File: src/rtl/core/li3d_pkg.sv
package li3d_pkg;

    localparam int COORD_W = 32;
    localparam int CHUNK_W = 32;

    typedef logic signed [COORD_W-1:0] t_coord;

    localparam t_coord COORD_MAX = {1'b0, {(COORD_W-1){1'b1}}};
    localparam t_coord COORD_MIN = {1'b1, {(COORD_W-1){1'b0}}};

    typedef struct packed {
        t_coord dir1_x;
        t_coord dir1_y;
        t_coord dir1_z;
        t_coord pt1_x;
        t_coord pt1_y;
        t_coord pt1_z;
        t_coord dir2_x;
        t_coord dir2_y;
        t_coord dir2_z;
        t_coord pt2_x;
        t_coord pt2_y;
        t_coord pt2_z;
    } t_in_item;

    typedef struct packed {
        t_coord hit_x;
        t_coord hit_y;
        t_coord hit_z;
        logic   parallel;
        logic   saturated;
    } t_out_item;

endpackage

File: src/rtl/core/li3d_mul.sv
module li3d_mul #(
    parameter int AW = 32,
    parameter int BW = 32
) (
    input  logic                    i_clk,
    input  logic signed [AW-1:0]    i_a,
    input  logic signed [BW-1:0]    i_b,
    output logic signed [AW+BW-1:0] o_p
);
    localparam int CW = li3d_pkg::CHUNK_W;
    localparam int NA = (AW + CW - 1) / CW;
    localparam int NB = (BW + CW - 1) / CW;
    localparam int PW = AW + BW;
    localparam int XW = 2 * CW + 2;

    logic signed [NA*CW-1:0] ax;
    logic signed [NB*CW-1:0] bx;
    logic signed [CW:0]      ca [NA];
    logic signed [CW:0]      cb [NB];
    logic signed [XW-1:0]    r_pp [NA][NB];
    logic signed [PW-1:0]    n_row [NA];
    logic signed [PW-1:0]    r_row [NA];
    logic signed [PW-1:0]    n_sum;
    logic signed [PW-1:0]    r_prod;

    assign ax = (NA*CW)'(i_a);
    assign bx = (NB*CW)'(i_b);

    // signed top chunk, unsigned lower chunks
    always_comb begin
        for (int i = 0; i < NA; i++) begin
            ca[i] = {(i == NA - 1) ? ax[i*CW+CW-1] : 1'b0, ax[i*CW +: CW]};
        end
        for (int j = 0; j < NB; j++) begin
            cb[j] = {(j == NB - 1) ? bx[j*CW+CW-1] : 1'b0, bx[j*CW +: CW]};
        end
    end

    always_comb begin
        for (int i = 0; i < NA; i++) begin
            n_row[i] = '0;
            for (int j = 0; j < NB; j++) begin
                n_row[i] = n_row[i] + (PW'(r_pp[i][j]) <<< (j * CW));
            end
        end
        n_sum = '0;
        for (int i = 0; i < NA; i++) begin
            n_sum = n_sum + (r_row[i] <<< (i * CW));
        end
    end

    always_ff @(posedge i_clk) begin
        for (int i = 0; i < NA; i++) begin
            for (int j = 0; j < NB; j++) begin
                r_pp[i][j] <= ca[i] * cb[j];
            end
            r_row[i] <= n_row[i];
        end
        r_prod <= n_sum;
    end

    assign o_p = r_prod;

endmodule

File: config.mk
export PLATFORM = sky130hd
export DESIGN_NAME = li3d_mul
export DESIGN_NICKNAME = d
export VERILOG_FILES = /design/src/rtl/core/li3d_pkg.sv /design/src/rtl/core/li3d_mul.sv
export SDC_FILE = /design/constraint.sdc
export NUM_CORES = 2
export LEC_CHECK = 0
export BUFFER_PORTS_ARGS = -buffer_cell sky130_fd_sc_hd__buf_2
export CORE_MARGIN = 2
export CORE_UTILIZATION = 45
export CTS_CLUSTER_SIZE = 30
export DETAILED_ROUTE_END_ITERATION = 7
export GPL_TIMING_DRIVEN = 0
export PLACE_DENSITY_LB_ADDON = 0.05
export SLEW_MARGIN = 25
export SYNTH_ARGS = -nofsm -noshare
export SYNTH_HDL_FRONTEND = slang
export SYNTH_SLANG_ARGS = --single-unit
File: constraint.sdc
create_clock -name i_clk -period 11.1 [get_ports i_clk]
set_clock_uncertainty 0.2 [all_clocks]
set_input_delay 0.555 -clock i_clk [delete_from_list [all_inputs] [get_ports i_clk]]
set_output_delay 0.555 -clock i_clk [all_outputs]
set_load 0.1 [all_outputs]
* Word-level counts from Yosys, hierarchy flattened
Memories as Yosys holds them, arrays and structs flattened. A register that Yosys moved wholly into a read port is not among the register bits.
Cells that the tools add are included.
** Operators by class
- Multipliers :: 1
** Operators by type and width (number)
- $mul 32x32->64 :: 1
** Word-level totals
- Bits in registers :: 0
- Memory bits (writable) :: 130
- Memories kept :: 2
** Memory list
- r_pp :: depth 1, width 66, read ports 1, clocked after memory_dff 0, write ports 1, RTL line li3d_mul.sv:20 : logic signed [XW-1:0] r_pp [NA][NB];
- r_row :: depth 1, width 64, read ports 1, clocked after memory_dff 1, write ports 1, RTL line li3d_mul.sv:22 : logic signed [PW-1:0] r_row [NA];

* Longest topological paths before layout
- Depth after elaboration :: 1
- Gate-level depth with buffers :: 28
- Depth with buffers taken out :: 27

* Least setup slack after synthesis
OpenSTA, ideal clock, no wires.
- Path type :: input -> register
- Start point :: input i_b[2]
- End point :: memory r_pp[0][62] in the netlist's numbering
- Setup time :: 0.128 ns
- Arrival time :: 7.644 ns
- Data required time :: 10.772 ns
- Path slack :: 3.128 ns
- Cell stages on the path :: 23
- Buffers on the path :: 2
- Cells stage by stage :: clkbuf_1 nand2_1 inv_1 fa_1 fa_1 fa_1 fa_1 fa_1 fa_1 fa_1 fa_1 ha_1 buf_6 a2111o_1 a221o_1 a41oi_2 o211ai_2 a221oi_2 nand2b_2 a2111oi_2 nor2_1 mux2i_1 o211ai_1
** Between the ends
- Longest elaborated chain between the ends :: 1
** Ends and longest elaborated chain
- from (decl) :: RTL line li3d_mul.sv:7 : input logic signed [BW-1:0] i_b,
- $mul 32x32->64 :: RTL line li3d_mul.sv:55 : r_pp[i][j] <= ca[i] * cb[j];
- to (decl) :: RTL line li3d_mul.sv:20
Every way passes these cells.

* Final worst setup path
- Start point :: input i_a[15]
- End point :: memory r_pp[0][49] in the netlist's numbering
** Between the ends
- Longest elaborated chain between the ends :: 1
** Ends and longest elaborated chain
- from (decl) :: RTL line li3d_mul.sv:6 : input logic signed [AW-1:0] i_a,
- $mul 32x32->64 :: RTL line li3d_mul.sv:55
Every way passes these cells.

==> impl_metrics.csv <==
group,metric,value,unit
finish,design_area,42600,µm²
global_route,grt.total_usage,31.9,%
synthesis,yosysSeqAreaShare,9.64,%
routing,drt_pass1_iterations,5,
synthesis,syn_nets,5368,
timing,final_period_minus_worst_setup_slack,9270,ps
synthesis,syn_area_per_cell,9.88,µm²
clock_tree,clockRootBuffer,"sky130_fd_sc_hd__clkbuf_16",
routing,avgViaCountPerCell,5.22,
min_path,min_delay_path_depth,0,
worst_setup_path,cpMostUsedCell,"sky130_fd_sc_hd__fa_1",
timing,rsz0062_at_grt,"false",
routing,post_drt_wl_per_cell,25.7,µm
timing,max-slew-margin-rel,23.6,%
worst_setup_path,worstPathBufferInverterCount,6,
floorplan,start_util,45.3,%
worst_setup_path,critPathKind,"in -> reg",
clock_tree,cts_tree,"yes",
synthesis,synthFlopType,"sky130_fd_sc_hd__dfxtp_1",
worst_setup_path,worstPathRequired,11240,ps
timing,timing.final.max_slew_violations,0,
global_route,first_global_vias,31138,
routing,drt_iter0_markers,2061,
timing,fmax,108,MHz
floorplan,num_io_pins,129,
synthesis,number_of_flops_mapped_to_enable_cells_by_yosys,0,
synthesis,postSynth.asyncResetShare,0,%
finish,post_layout_nonfiller_instances,5374,
floorplan,std_cell_rows,109,
finish,layout-drive-gt1-share,4.29,%
place,rd_place_congestion,0.989,
routing,postRouteAntennaNets,0,
synthesis,synthesis.instances,4037,
routing,detail_route.drc_violations,0,
clock_tree,cts_buf_count,17,
worst_setup_path,path_delay_family,"adder cells",
worst_setup_path,crit_arrival,9410,ps
clock_tree,cts-root-to-sink-buffers,2,
place,port_buffers,128,
finish,fin_nets,5516,
global_route,global_route_wire_length_before_repair,205000,µm
worst_setup_path,timing.rr.end,"o_p[34]$_DFF_P_",
global_route,pin_count_of_the_biggest_net_entering_global_routing,21,
routing,detail_route.wirelength,138000,µm
worst_setup_path,crit_path_max_incr_delay,850,ps
place,placed_cells,5331,
worst_setup_path,worstSetupEndpointType,"flop",
timing,setup-violations-final,0,
flow_run,max-cap-violations,0,
finish,area_delta_synth_final,6.87,%
floorplan,design.die.area,91000,µm²
synthesis,synth.ff_latch_count,192,
synthesis,synth_area,39900,µm²
clock_tree,worstSkewPairLatency,420,ps
worst_setup_path,reg2reg_setup_slack,10470,ps
clock_tree,cts_hold_repair.buffers,0,
run_status,status,"completed",
clock_tree,clk_pin_slew_worst_paths,70,ps
clock_tree,clkSinkCount,192,
synthesis,yosysWarningCount,0,
timing,finalHoldViolCount,0,
worst_setup_path,r2r_cells,0,
global_route,sum_of_overflow_across_all_layers_after_global_routing,0,
min_path,worstHoldPathType,"reg -> reg",
floorplan,dieWidth,302,µm
timing,totalNegativeSetupSlack,0,ps
routing,vias,28064,
min_path,hold_path_end,"r_row[0][38]$_DFF_P_",
place,place_area,42000,µm²
worst_setup_path,critPathLaunchType,"input pin",
timing,worst_pin_slew,1150,ps
worst_setup_path,worst_path_max_delay_cell,"sky130_fd_sc_hd__clkbuf_1",
timing,post-route-period-util,83.5,%
floorplan,floorplan.core_area,88100,µm²
worst_setup_path,worst-path-max-fanout,10,
worst_setup_path,r2r_start,"r_row[0][34]$_DFF_P_",
place,dp_hpwl,120000,µm
global_route,antenna_violations_before_repair,13,
clock_tree,cts_max_level,4,
min_path,timing.hold.worst.start,"r_pp[0][38]$_DFF_P_",
clock_tree,ctsResizeCount,0,
synthesis,synth_cell_type_count,66,
floorplan,chipHeight,302,µm
clock_tree,cts.repair_timing.setup_buffer_count,0,
-- how the worst max path moves through the flow --
stage                       start             endpoint  slack, ps  depth (start not counted)
after floorplan            i_b[2]  r_pp[0][62]$_DFF_P_       3130                         23
after global placement    i_a[15]  r_pp[0][62]$_DFF_P_       1040                         25
after detailed placement  i_a[15]  r_pp[0][64]$_DFF_P_       1510                         26
after CTS                 i_a[15]  r_pp[0][64]$_DFF_P_       1950                         26
after global routing       i_b[8]  r_pp[0][64]$_DFF_P_       1510                         23
final                     i_a[15]  r_pp[0][49]$_DFF_P_       1830                         26
-- cells by family (layout without fill, tap and decap cells) --
family,Yosys count,in the layout,synth area share (%)
AND/OR/NAND/NOR,1156,1156,14.5
other,0,11,0
XOR/XNOR,69,69,1.52
multiplexers,1,1,0.0251
AO/OA/AOI/OAI,193,193,3.34
buffers and inverters,1160,1321,10.9
flip-flops,192,192,9.64
adder cells (fa/ha/maj),1266,1266,60.1
-- synth_stat cells, types with 3 or more instances --
master                     instances  share of area, %
sky130_fd_sc_hd__fa_1           1082                54
sky130_fd_sc_hd__inv_1           960               9.0
sky130_fd_sc_hd__nand2_1         520               4.9
sky130_fd_sc_hd__and2_1          514               8.1
sky130_fd_sc_hd__clkbuf_1        197               1.9
sky130_fd_sc_hd__dfxtp_1         192               9.6
sky130_fd_sc_hd__ha_1            184               5.8
sky130_fd_sc_hd__nor2_1           62              0.58
sky130_fd_sc_hd__a21oi_1          57              0.72
sky130_fd_sc_hd__xnor2_1          51               1.1
sky130_fd_sc_hd__a21o_1           29              0.55
sky130_fd_sc_hd__o21ai_0          29              0.36
sky130_fd_sc_hd__xor2_1           18              0.40
sky130_fd_sc_hd__nand3_1          11              0.14
sky130_fd_sc_hd__nand2b_1         10              0.16
sky130_fd_sc_hd__o21a_1           10              0.19
sky130_fd_sc_hd__nand4_1           9              0.14
sky130_fd_sc_hd__nor2b_1           8              0.13
sky130_fd_sc_hd__o21bai_1          8              0.15
sky130_fd_sc_hd__a31oi_1           7              0.11
sky130_fd_sc_hd__o211ai_1          6              0.11
sky130_fd_sc_hd__a211oi_1          4             0.075
sky130_fd_sc_hd__and3_1            4             0.063
sky130_fd_sc_hd__nor3_1            4             0.050
sky130_fd_sc_hd__or2_2             4             0.063
sky130_fd_sc_hd__a311oi_1          3             0.066
sky130_fd_sc_hd__o221ai_1          3             0.066
sky130_fd_sc_hd__or3_1             3             0.047
-- per-layer routing --
metal | vias up | GRT usage (%) | share of wire [%]
met5 | - | 0 | 0
met4 | 0 | 16.5 | 6.6
met3 | 298 | 4.67 | 7.1
met2 | 1095 | 54.1 | 48
met1 | 14837 | 39.7 | 38
li1 | 11834 | - | -
-- flip-flops by register name (all words and copies together) (netlist names) --
register  cells
o_p          64
r_pp         64
r_row        64
-- metrics by stage --
step / util [%] / setup WS [ps] / hold slack, ps
2_1_floorplan: - / 3130 / 110
3_3_place_gp: 47.6 / 1040 / 110
3_5_place_dp: 47.7 / 1510 / 112
4_1_cts: 48.3 / 1950 / 127
5_1_grt: 48.3 / 1510 / 130
6_report: 48.4 / 1830 / 123
-- cell usage in the layout, fill, tap and decap left out, types with 9 or more instances in the layout --
master and instances:
sky130_fd_sc_hd__clkbuf_1 195, sky130_fd_sc_hd__and2_1 514, sky130_fd_sc_hd__xor2_1 18, sky130_fd_sc_hd__fa_1 1081, sky130_fd_sc_hd__nand4_1 9, sky130_fd_sc_hd__nor2_1 62, sky130_fd_sc_hd__clkbuf_16 17, sky130_fd_sc_hd__o21ai_0 28
sky130_fd_sc_hd__nand2_1 520, sky130_fd_sc_hd__nand3_1 11, sky130_fd_sc_hd__o21a_1 10, sky130_fd_sc_hd__ha_1 184, sky130_fd_sc_hd__xnor2_1 51, sky130_fd_sc_hd__diode_2 11, sky130_fd_sc_hd__dfxtp_1 192, sky130_fd_sc_hd__a21oi_1 57
sky130_fd_sc_hd__a21o_1 29, sky130_fd_sc_hd__inv_1 960, sky130_fd_sc_hd__buf_2 129, sky130_fd_sc_hd__nand2b_1 10
-- cell type report --
type	instances	area [µm²]
Antenna cell	11	27.5
Buffer	200	762
Clock buffer	18	429
Clock inverter	14	173
Fill cell	8660	45500
Inverter	960	3600
Multi-Input combinational cell	2685	31700
Sequential cell	192	3840
Tap cell	1165	1460
Timing Repair Buffer	129	646
Power is left out: the tool's default activity adds up to more than one toggle a clock period on the data nets, which glitch-free logic cannot reach.
